### src/hw/rtl/wpd_pkg.sv
package wpd_pkg;

  localparam int unsigned MaxRowsDefault = 4096;

  localparam logic [1:0] ModeAbs  = 2'd0;
  localparam logic [1:0] ModeEucl = 2'd1;
  localparam logic [1:0] ModeSqrt = 2'd2;

  // Operation requested from the shared iterative unit
  typedef enum logic [1:0] {
    OP_DIV  = 2'd0,
    OP_SQRT = 2'd1
  } iter_op_t;

  typedef struct packed {
    logic     start;
    iter_op_t op;
  } iter_ctl_t;

endpackage

### src/hw/rtl/wpd_iter_unit.sv
// Shared restoring unit: 80-bit dividend / 64-bit divisor (one quotient bit
// per cycle), or 80-bit integer square root (one root bit per cycle).
module wpd_iter_unit (
  input  logic                clk,
  input  logic                rst_n,
  input  wpd_pkg::iter_ctl_t  ctl,
  input  logic [79:0]         opa,
  input  logic [63:0]         opb,
  output logic                done,
  output logic [79:0]         result
);
  import wpd_pkg::*;

  logic        busy_r, busy_nxt;
  iter_op_t    op_r, op_nxt;
  logic [6:0]  cnt_r, cnt_nxt;
  logic [79:0] num_r, num_nxt;
  logic [63:0] den_r, den_nxt;
  logic [81:0] rem_r, rem_nxt;
  logic [79:0] res_r, res_nxt;
  logic        done_r, done_nxt;

  logic [81:0] shl;
  logic [81:0] trial;

  always_comb begin
    busy_nxt = busy_r;
    op_nxt   = op_r;
    cnt_nxt  = cnt_r;
    num_nxt  = num_r;
    den_nxt  = den_r;
    rem_nxt  = rem_r;
    res_nxt  = res_r;
    done_nxt = 1'b0;
    shl      = '0;
    trial    = '0;
    if (ctl.start) begin
      busy_nxt = 1'b1;
      op_nxt   = ctl.op;
      num_nxt  = opa;
      den_nxt  = opb;
      rem_nxt  = '0;
      res_nxt  = '0;
      cnt_nxt  = (ctl.op == OP_SQRT) ? 7'd40 : 7'd80;
    end else if (busy_r) begin
      case (op_r)
        OP_SQRT: begin
          shl   = {rem_r[79:0], num_r[79:78]};
          trial = {res_r[79:0], 2'b01};
          num_nxt = {num_r[77:0], 2'b00};
        end
        default: begin
          shl   = {rem_r[80:0], num_r[79]};
          trial = {18'd0, den_r};
          num_nxt = {num_r[78:0], 1'b0};
        end
      endcase
      if (shl >= trial) begin
        rem_nxt = shl - trial;
        res_nxt = {res_r[78:0], 1'b1};
      end else begin
        rem_nxt = shl;
        res_nxt = {res_r[78:0], 1'b0};
      end
      cnt_nxt = cnt_r - 7'd1;
      if (cnt_r == 7'd1) begin
        busy_nxt = 1'b0;
        done_nxt = 1'b1;
      end
    end
  end

  always_ff @(posedge clk) begin
    if (!rst_n) begin
      busy_r <= 1'b0;
      done_r <= 1'b0;
      op_r   <= OP_DIV;
      cnt_r  <= '0;
    end else begin
      busy_r <= busy_nxt;
      done_r <= done_nxt;
      op_r   <= op_nxt;
      cnt_r  <= cnt_nxt;
    end
    num_r <= num_nxt;
    den_r <= den_nxt;
    rem_r <= rem_nxt;
    res_r <= res_nxt;
  end

  assign done   = done_r;
  assign result = res_r;

endmodule

### config.mk
export PLATFORM = sky130hd
export DESIGN_NAME = wpd_iter_unit
export DESIGN_NICKNAME = d
export VERILOG_FILES = /design/src/hw/rtl/wpd_pkg.sv /design/src/hw/rtl/wpd_iter_unit.sv
export SDC_FILE = /design/constraint.sdc
export NUM_CORES = 1
export LEC_CHECK = 0
export BUFFER_PORTS_ARGS = -buffer_cell sky130_fd_sc_hd__buf_2
export CORE_ASPECT_RATIO = 1.4
export CORE_UTILIZATION = 38
export DETAILED_ROUTE_END_ITERATION = 10
export SLEW_MARGIN = 0
export SYNTH_ARGS = -nofsm -noshare
export SYNTH_HDL_FRONTEND = slang
export SYNTH_SLANG_ARGS = --single-unit
### constraint.sdc
create_clock -name clk -period 7.2 [get_ports clk]
set_input_delay 1.44 -clock clk [delete_from_list [all_inputs] [get_ports clk]]
set_output_delay 1.44 -clock clk [all_outputs]
set_load 0.02 [all_outputs]
======== Word level (Yosys, flattened, before mapping) ========
Index checks and enable logic that the tools add are counted.
storage, ports and cells
  output and inout port bits .............. 81
  input bits .............................. 149
  register bits ........................... 316
  logic and storage cells ................. 36
operators by class
  magnitude comparators ................... 1
  add/subtract/negate cells ............... 2
  reductions and logical operators ........ 2
  mux-type cells .......................... 18
  bitwise gates (word level) .............. 2
  eq/ne operators ......................... 3
operator list
  cell                 count
  $mux 82              6
  $mux 80              3
  $ge 82x82->1         1
  $mux 81              1
  $sub 81x81->81       1
  $mux 7               3
  $eq 7x1->1 const B   1
  $sub 7x1->7 const B  1
  $mux 1               5
  $eq 2x1->1 const B   2
  $reduce_or 3->1      1
  $not 1->1            2
  $reduce_bool 2->1    1

======== Longest topological paths before layout ========
Gate-level depths: netlist (run 1).
  word-level depth ........................ 6
  gate-level depth with buffers ........... 20
  gate-level depth less buffers ........... 15

======== Least setup slack after synthesis (run 1) ========
OpenSTA, ideal clock, no wires.
  path type ............................... register to register
  from .................................... register op_r[1]
  to ...................................... register rem_r[70]
  cell stages (with the launch flop) ...... 20
  path slack .............................. 2.513 ns
  buffers on the path ..................... 6
  arrival ................................. 4.599 ns
  setup time .............................. 0.088 ns
  clock period less this slack ............ 4.687 ns
  required time ........................... 7.112 ns
  cells stage by stage .................... dfxtp_1 > nand2b_1 > clkbuf_1 > clkbuf_1 > clkbuf_1 > clkbuf_1 > nand2_1 > fa_1 > a21o_1 > a221oi_2 > o221ai_2 > o31a_1 > nor3_4 > o21bai_2 > a21o_1 > a21oi_4 > buf_6 > buf_4 > nand2_1 > a311oi_2
on the way
  word-level cells in the longest chain between the ends .. 6
  elaborated cells on any way between the ends .. 10
  those cells by class .................... 1 x add/sub; 1 x order compare; 1 x eq/ne; 7 x mux
ends and longest elaborated chain
  item                                                   RTL line                                  source
  from (decl)                                            wpd_iter_unit.sv:15                       iter_op_t op_r, op_nxt;
  from (signal assigned)                                 wpd_iter_unit.sv:82                       op_r <= op_nxt;
  $eq 2x1->1 *                                           wpd_iter_unit.sv:46                       case (op_r)
  $mux 82                                                wpd_iter_unit.sv:46
  $mux 82                                                wpd_iter_unit.sv:45                       end else if (busy_r) begin
  $mux 82                                                wpd_iter_unit.sv:37                       if (ctl.start) begin
  $sub 81x81->81 / $ge 82x82->1 (equally long branches)  wpd_iter_unit.sv:59, wpd_iter_unit.sv:58
  $mux 81 *                                              wpd_iter_unit.sv:58                       if (shl >= trial) begin
  to (signal assigned)                                   wpd_iter_unit.sv:87                       rem_r <= rem_nxt;
  to (decl)                                              wpd_iter_unit.sv:19                       logic [81:0] rem_r, rem_nxt;
Mark *: on every way between the ends. The rest lies on a longest branch, timed or not. The select of a mux whose other input is x is not followed.
A chain may end at the register's enable or synchronous reset.

======== Worst setup path in the final report (run 1) ========
  from .................................... register op_r[0]
  to ...................................... register rem_r[28]
The elaborated chain is that of the path after synthesis.

==> results of run 1 <==
registers in the layout (all words and copies together), names as in the netlist:
register	count
result	80
num_r	80
den_r	64
op_r	2
rem_r	81
cnt_r	7
busy_r	1
done	1
metrics by stage:
stage	worst slack (ps)	util, %	hold slack, ps
floorplan	2510	-	442
global placement	1460	41.7	468
detailed placement	1270	41.7	471
CTS	1270	43.9	485
global route	827	43.9	500
finish	1260	43.9	485
per-layer routing:
layer,track usage (%),up-vias,share of wire [%]
met2,37.9,428,50
met5,0,-,0
met4,8.95,0,4.1
li1,-,8608,-
met1,24.7,8251,41
met3,2.84,127,3.9
synthesized netlist by cell type (all sizes together) (18+ instances only):
library cell  count  area (um^2)
dfxtp           172         3440
nor2            227          852
edfxtp          144         4320
buf              32          150
nand3            29          145
clkbuf          129          484
nor3             41          216
a21oi           125          637
xor2             25          219
a21o             25          188
o21ai           143          719
nand4            41          257
nand2           542         2030
xnor2            42          368
inv              36          135
a211oi           18          135
mux2i           231         2310
o21bai           23          176
ha               84         1050
a311oi           52          568
worst reg2reg max path, delay by kind of cell (launching register included):
family / cells / cell delay (ps)
buffers and inverters: 2 / 540
AOI/OAI and AO/OA: 8 / 2970
DFF: 1 / 390
and+or+nand+nor: 3 / 1050
adders and majority gates: 2 / 580
muxes: 1 / 310
logic make-up after synthesis:
kind of cell             Yosys count  synth area share [%]
AND/OR/NAND/NOR                  952                  20.2
adder cells (fa/ha/maj)           85                  5.41
multiplexers                     232                  11.7
XOR/XNOR                          67                  2.96
AO/OA/AOI/OAI                    487                  16.6
flip-flops                       316                  39.2
buffers and inverters            198                  3.91
worst paths after layout:
| path | cells past startpoint | startpoint | end |
|---|---|---|---|
| hold / removal | 2 | cnt_r[3] | cnt_r[3] |
| setup / recovery | 16 | op_r[0] | rem_r[28] |
| setup reg to reg | 16 | op_r[0] | rem_r[28] |
| hold reg to reg | 2 | cnt_r[3] | cnt_r[3] |
power by group through the flow:
| stage | Sequential [mW] | Combinational, mW | Clock, mW |
|---|---|---|---|
| floorplan | 2.26 | 2.97 | 0 |
| global placement | 2.30 | 3.91 | 0 |
| detailed placement | 2.30 | 3.95 | 0 |
| CTS | 2.27 | 3.97 | 1.87 |
| global route | 2.29 | 4.39 | 1.94 |
| finish | 2.27 | 3.98 | 1.81 |
cells in the final DEF, fill, tap and decap left out, types with 5 or more instances in the layout:
cell type and instances:
nand2_1 542, mux2i_1 231, buf_2 228, nor2_1 226
dfxtp_1 171, edfxtp_1 144, o21ai_0 139, a21oi_1 124
ha_1 84, xnor2_1 42, nand4_1 41, nor3_1 40
clkbuf_16 37, inv_1 35, a311oi_1 34, nand3_1 29
a21o_1 25, xor2_1 25, o21bai_1 22, a211oi_1 18
a311oi_2 18, buf_4 17, nor4_1 14, o31ai_1 11
and2_1 10, o211ai_1 10, o21a_1 9, a31oi_1 9
a32oi_1 9, nand2b_1 8, and3_1 8, clkbuf_1 8
o41ai_1 6, and4_1 6, clkinv_2 6, nor2b_1 5
or3_1 5, a221oi_1 5
final cells by class:
type,instances,area share (%)
sequential,316,34.6
clock buffer,46,4.31
multi-input combinational,1823,50.2
timing repair buffer,249,5.97
tap,650,3.62
clock inverter,18,0.751
inverter,37,0.618
==> metrics.md, run 1 <==
| Metric | Value |
|---|---|
| Status | `finished clean` |
| Total iterations of the first detailed-routing run | `7` |
| Core ar. | `51,300 um^2` |
| Final ANT Viol Nets | `0` |
| First-pass GRT wire length | `90,900 um` |
| Yosys reg bits | `316` |
| Vias per std cell | `5.55` |
| Sequential area share after synthesis | `39.2%` |
| Crit-path cells | `nor2b_4 > mux2i_1 > ha_1 > inv_1 > fa_1 > a21o_1 > a221oi_2 > o221ai_2 > o31a_1 > nor3_4 > o21bai_2 > a21o_1 > a21oi_4 > buf_4 > nand2_1 > a311oi_1` |
| # nets final | `2,697` |
| YS warnings | `0` |
| Worst VDD drop | `0.269 mV` |
| GP Congestion | `0.899` |
| Number of synthesized flops with an enable pin | `144` |
| Final Hold Viols | `0` |
| CTS tree | `yes` |
| All-Layer GR Usage | `21.0%` |
| Max-cap viol count | `0` |
| CTS root buffer | `clkbuf_16` |
| PwrDens | `358 nW/um^2` |
| Switching power | `3.52 mW` |
| # placed instances | `3,075` |
| Post-Syn Area per Cell | `8.47 um^2` |
| Total power | `8.06 mW` |
| DRC | `0` |
| Net Sw Frac | `43.7%` |
| Top_reg_cell synth | `dfxtp_1` |
| Req. time, crit path | `7650 ps` |
| Kind of cell adding the most delay to the critical path | `compound AO/OA/AOI/OAI gates` |
| Crit Path Class | `reg -> reg` |
| Final wirelength | `56,600 um` |
| Seq pwr share | `28.1%` |
| Post-Syn Nets | `2,571` |
| N_diodes | `0` |
| Detailed-route wire length per cell | `18.0 um` |
| Largest net degree at the start of global routing | `204` |
| CTS Buffer Depth | `3` |
| Worst Tran Pin Value | `1290 ps` |
| Routed vias | `17,400` |
| Arr. time, crit path | `6390 ps` |
| Fin crit share | `82.5%` |
| Max incr delay on CP | `1000 ps` |
| Die area | `53,000 um^2` |
| Tmin final | `5940 ps` |
| Die W | `195 um` |
| CTS clock-pin slew for the worst setup and hold paths | `60 ps` |
| Setup TNS | `0 ps` |
| Crit-path max FO | `40` |
| Initial antenna violation count | `0` |
| Clock H-tree levels | `2` |
| Filler instances | `5,140` |
| Setup bufs post-CTS | `0` |
| Slew Limit Headroom | `13.8%` |
| Ports | `230` |
| Worst R2R Setup Slack | `1260 ps` |
| Fin cells | `3,139` |
| Area Growth Syn to Fin | `13.6%` |
| Cell mode on critical path | `a21o_1` |
| Post-CTS Hold Buffers | `0` |
| Multi-input gate area | `11,300 um^2` |
| Int Pwr | `4.53 mW` |
| DR iter-0 viols | `1,102` |
| Max-slew violations | `0` |
| Synth async-reset ratio | `0%` |
| Post-CTS sizing | `0` |
| Slowest-stage cell, CP | `a21oi_4` |
| Num CTS Buffers | `36` |
| Combinational power share | `49.4%` |
| Area post-placement | `21,400 um^2` |
| Site row count | `98` |
| Port bufs | `229` |
| Hold Path Class | `reg -> reg` |
| LEAKAGE | `9.70 nW` |
| Starting Density | `38.6%` |
| Post-Syn Area | `19,800 um^2` |
| Die Height | `272 um` |
| RSZ-0062 raised after global routing | `no` |
| Clock Latency Late Sink | `560 ps` |
| Unique masters post-synth | `79` |
| Clock power frac | `22.5%` |
| Maximum clock frequency | `0.168 GHz` |
| Design area | `22,500 um^2` |
| Share of post-route cells with drive strength above 1 | `13.8%` |
| Remaining Overflow, GRT | `0` |
| Clk sinks | `316` |
| Max Clock Skew | `31.9 ps` |
| Mapped Cells | `2,337` |
| Startpoint types | `flip-flop` |
| Vias in the first global route | `17,300` |
| Critical path endpoint category | `flip-flop` |
| WP buf/inv | `2` |
| Register area | `7770 um^2` |
| Dpl hpwl | `40,800 um` |
| Setup violations, final | `0` |
Note: power is estimated with default switching activity, not from simulation.
==> run 2, diff against run 1 <==
Clock period 7.2 ns to 6 ns, I/O delays scaled along.
==> run 2 against run 1 <==
- worst hold slack worse by 0.54 ps
- register-to-register slack worse by 250 ps
- routed wire length down 0.15%
- highest routed layer is now met5
==> metrics.md, run 2 (synthesis results as in run 1) <==
| Metric | Value |
|---|---|
| Status | `finished clean (unchanged)` |
| Crit-path max FO | `43 (was 40)` |
| Crit Path Class | `reg -> reg (unchanged)` |
| Remaining Overflow, GRT | `0 (unchanged)` |
| Max-slew violations | `0 (unchanged)` |
| N_diodes | `0 (unchanged)` |
| PwrDens | `429 nW/um^2 (was 358 nW/um^2)` |
| Worst VDD drop | `0.507 mV (was 0.269 mV)` |
| Max reg flops | `81 (unchanged)` |
| Worst R2R Setup Slack | `1010 ps (was 1260 ps)` |
| GP Congestion | `0.944 (was 0.899)` |
| Tmin final | `4990 ps (was 5940 ps)` |
| Filler instances | `5,154 (was 5,140)` |
| Initial antenna violation count | `1 (was 0)` |
| Worst reg2reg endpoint | `rem_r[59] (was rem_r[28])` |
| Site row count | `98 (unchanged)` |
| Arr. time, crit path | `5440 ps (was 6390 ps)` |
| Post-CTS sizing | `0 (unchanged)` |
| Slew Limit Headroom | `28.3% (was 13.8%)` |
| Num CTS Buffers | `36 (unchanged)` |
| Routed vias | `17,400 (about the same)` |
| Worst Tran Pin Value | `1080 ps (was 1290 ps)` |
| Max-cap viol count | `0 (unchanged)` |
| Hold Path Origin | `rem_r[1] (was cnt_r[3])` |
| Finished Core Util | `44.1% (was 43.9%)` |
| DR iter-0 viols | `778 (was 1,102)` |
| Most common cell after layout, fill and taps aside | `nand2_1 (unchanged)` |
| Vias in the first global route | `17,400 (was 17,300)` |
| Clock H-tree levels | `2 (unchanged)` |
| All-Layer GR Usage | `20.8% (was 21.0%)` |
| Register area | `7770 um^2 (unchanged)` |
| LEAKAGE | `9.76 nW (was 9.70 nW)` |
| # nets final | `2,705 (was 2,697)` |
| Port bufs | `229 (unchanged)` |
| Detailed-route wire length per cell | `17.9 um (was 18.0 um)` |
| CTS Buffer Depth | `3 (unchanged)` |
| Multi-input gate area | `11,300 um^2 (about the same)` |
| Total iterations of the first detailed-routing run | `5 (was 7)` |
| Ports | `230 (unchanged)` |
| Hold Path Sink | `rem_r[1] (was cnt_r[3])` |
| Max Clock Skew | `18.2 ps (was 31.9 ps)` |
| Area Growth Syn to Fin | `14.0% (was 13.6%)` |
| Hold Path Class | `reg -> reg (unchanged)` |
| CTS tree | `yes (unchanged)` |
| CTS clock-pin slew for the worst setup and hold paths | `70 ps (was 60 ps)` |
| Setup TNS | `0 ps (unchanged)` |
| Largest net degree at the start of global routing | `128 (was 204)` |
| Vias per std cell | `5.52 (was 5.55)` |
| R2r worst-path depth | `14 (was 16)` |
| Area post-placement | `21,400 um^2 (about the same)` |
| Most frequent cells in the layout | `nand2_1, mux2i_1, buf_2 (unchanged)` |
| Core ar. | `51,300 um^2 (unchanged)` |
| CTS root buffer | `clkbuf_16 (unchanged)` |
| Clock Latency Late Sink | `560 ps (about the same)` |
| Setup bufs post-CTS | `0 (unchanged)` |
| Starting Density | `38.6% (unchanged)` |
| Final ANT Viol Nets | `0 (unchanged)` |
| Fin crit share | `83.2% (was 82.5%)` |
| Worst hold stages | `2 (unchanged)` |
| Setup violations, final | `0 (unchanged)` |
| DRC | `0 (unchanged)` |
| Clk sinks | `316 (unchanged)` |
| Dpl hpwl | `41,200 um (was 40,800 um)` |
| Final Hold Viols | `0 (unchanged)` |
| Startpoint types | `flip-flop (unchanged)` |
| Die W | `195 um (unchanged)` |
| Die Height | `272 um (unchanged)` |
| Critical path endpoint category | `flip-flop (unchanged)` |
| Maximum clock frequency | `0.200 GHz (was 0.168 GHz)` |
| Design area | `22,600 um^2 (was 22,500 um^2)` |
| Req. time, crit path | `6450 ps (was 7650 ps)` |
| Fin cells | `3,148 (was 3,139)` |
| Top reg by flops | `rem_r (unchanged)` |
| Die area | `53,000 um^2 (unchanged)` |
| Post-CTS Hold Buffers | `0 (unchanged)` |
| Origin of the critical flop-to-flop path | `op_r[1] (was op_r[0])` |
| Share of post-route cells with drive strength above 1 | `14.2% (was 13.8%)` |
| # placed instances | `3,083 (was 3,075)` |
| RSZ-0062 raised after global routing | `no (unchanged)` |
| Final wirelength | `56,500 um (was 56,600 um)` |
| First-pass GRT wire length | `90,100 um (was 90,900 um)` |
==> run 2: cell count changes in the layout (fill, tap and decap cells not counted), sizes merged <==
| cell | delta |
|---|---|
| buf | +8 |
| bufinv | -1 |
| clkbuf | +4 |
| clkinv | -3 |
| clkinvlp | +1 |
==> run 2: stage by stage <==
| stage | hold WS, ps | total power [mW] | setup slack (ps) |
|---|---|---|---|
| 2_1_floorplan | 442 | 6.28 | 1310 |
| 4_1_cts | 482 | 9.75 | 899 |
| 3_3_place_gp | 470 | 7.51 | 1070 |
| 3_5_place_dp | 471 | 7.52 | 910 |
| 5_1_grt | 504 | 10.3 | 581 |
| 6_report | 484 | 9.68 | 1010 |
==> run 2: worst max path at each step <==
stage                       start         to  slack (ps)  cells past startpoint
after floorplan           op_r[1]  rem_r[70]        1310                     19
after global placement    op_r[1]  rem_r[54]        1070                     14
after detailed placement  op_r[1]  rem_r[59]         910                     14
after CTS                 op_r[1]  rem_r[59]         900                     14
after global routing      op_r[1]  rem_r[68]         580                     15
final                     op_r[1]  rem_r[59]        1010                     14
==> run 2: cell type report <==
cell class	count	share of cell area (%)
flip-flops and latches	316	34.4
multi-input cells	1823	50.0
inverters	37	0.615
clock inverters	15	0.515
repair buffers	257	6.33
well taps	650	3.60
clock buffers	50	4.56
==> run 2: worst max-delay path: stages (launching register included) <==
cell and delay (ps):
dfxtp_1 390, nand2b_4 620, mux2i_1 390, ha_1 370, and3_1 220, a221oi_2 440, o221ai_2 260, o31a_1 380
nor3_4 270, o21bai_2 170, a21o_1 230, a21oi_4 190, buf_4 470, a31oi_1 80, o41ai_1 360
==> run 2: power by group <==
group / internal [mW] / leakage [nW] / switching (mW)
logic: 1.69 / 6.35 / 3.11
registers: 2.54 / 2.85 / 0.185
clock network: 1.25 / 0.557 / 0.907
total: 5.48 / 9.76 / 4.20
==> run 2: routing by layer <==
layer	share of wire (%)	up-vias	track usage [%]
met5	0.028	-	0
met4	4.7	2	10.3
met3	4.1	153	2.92
met2	51	427	38.0
met1	41	8178	23.6
li1	-	8617	-
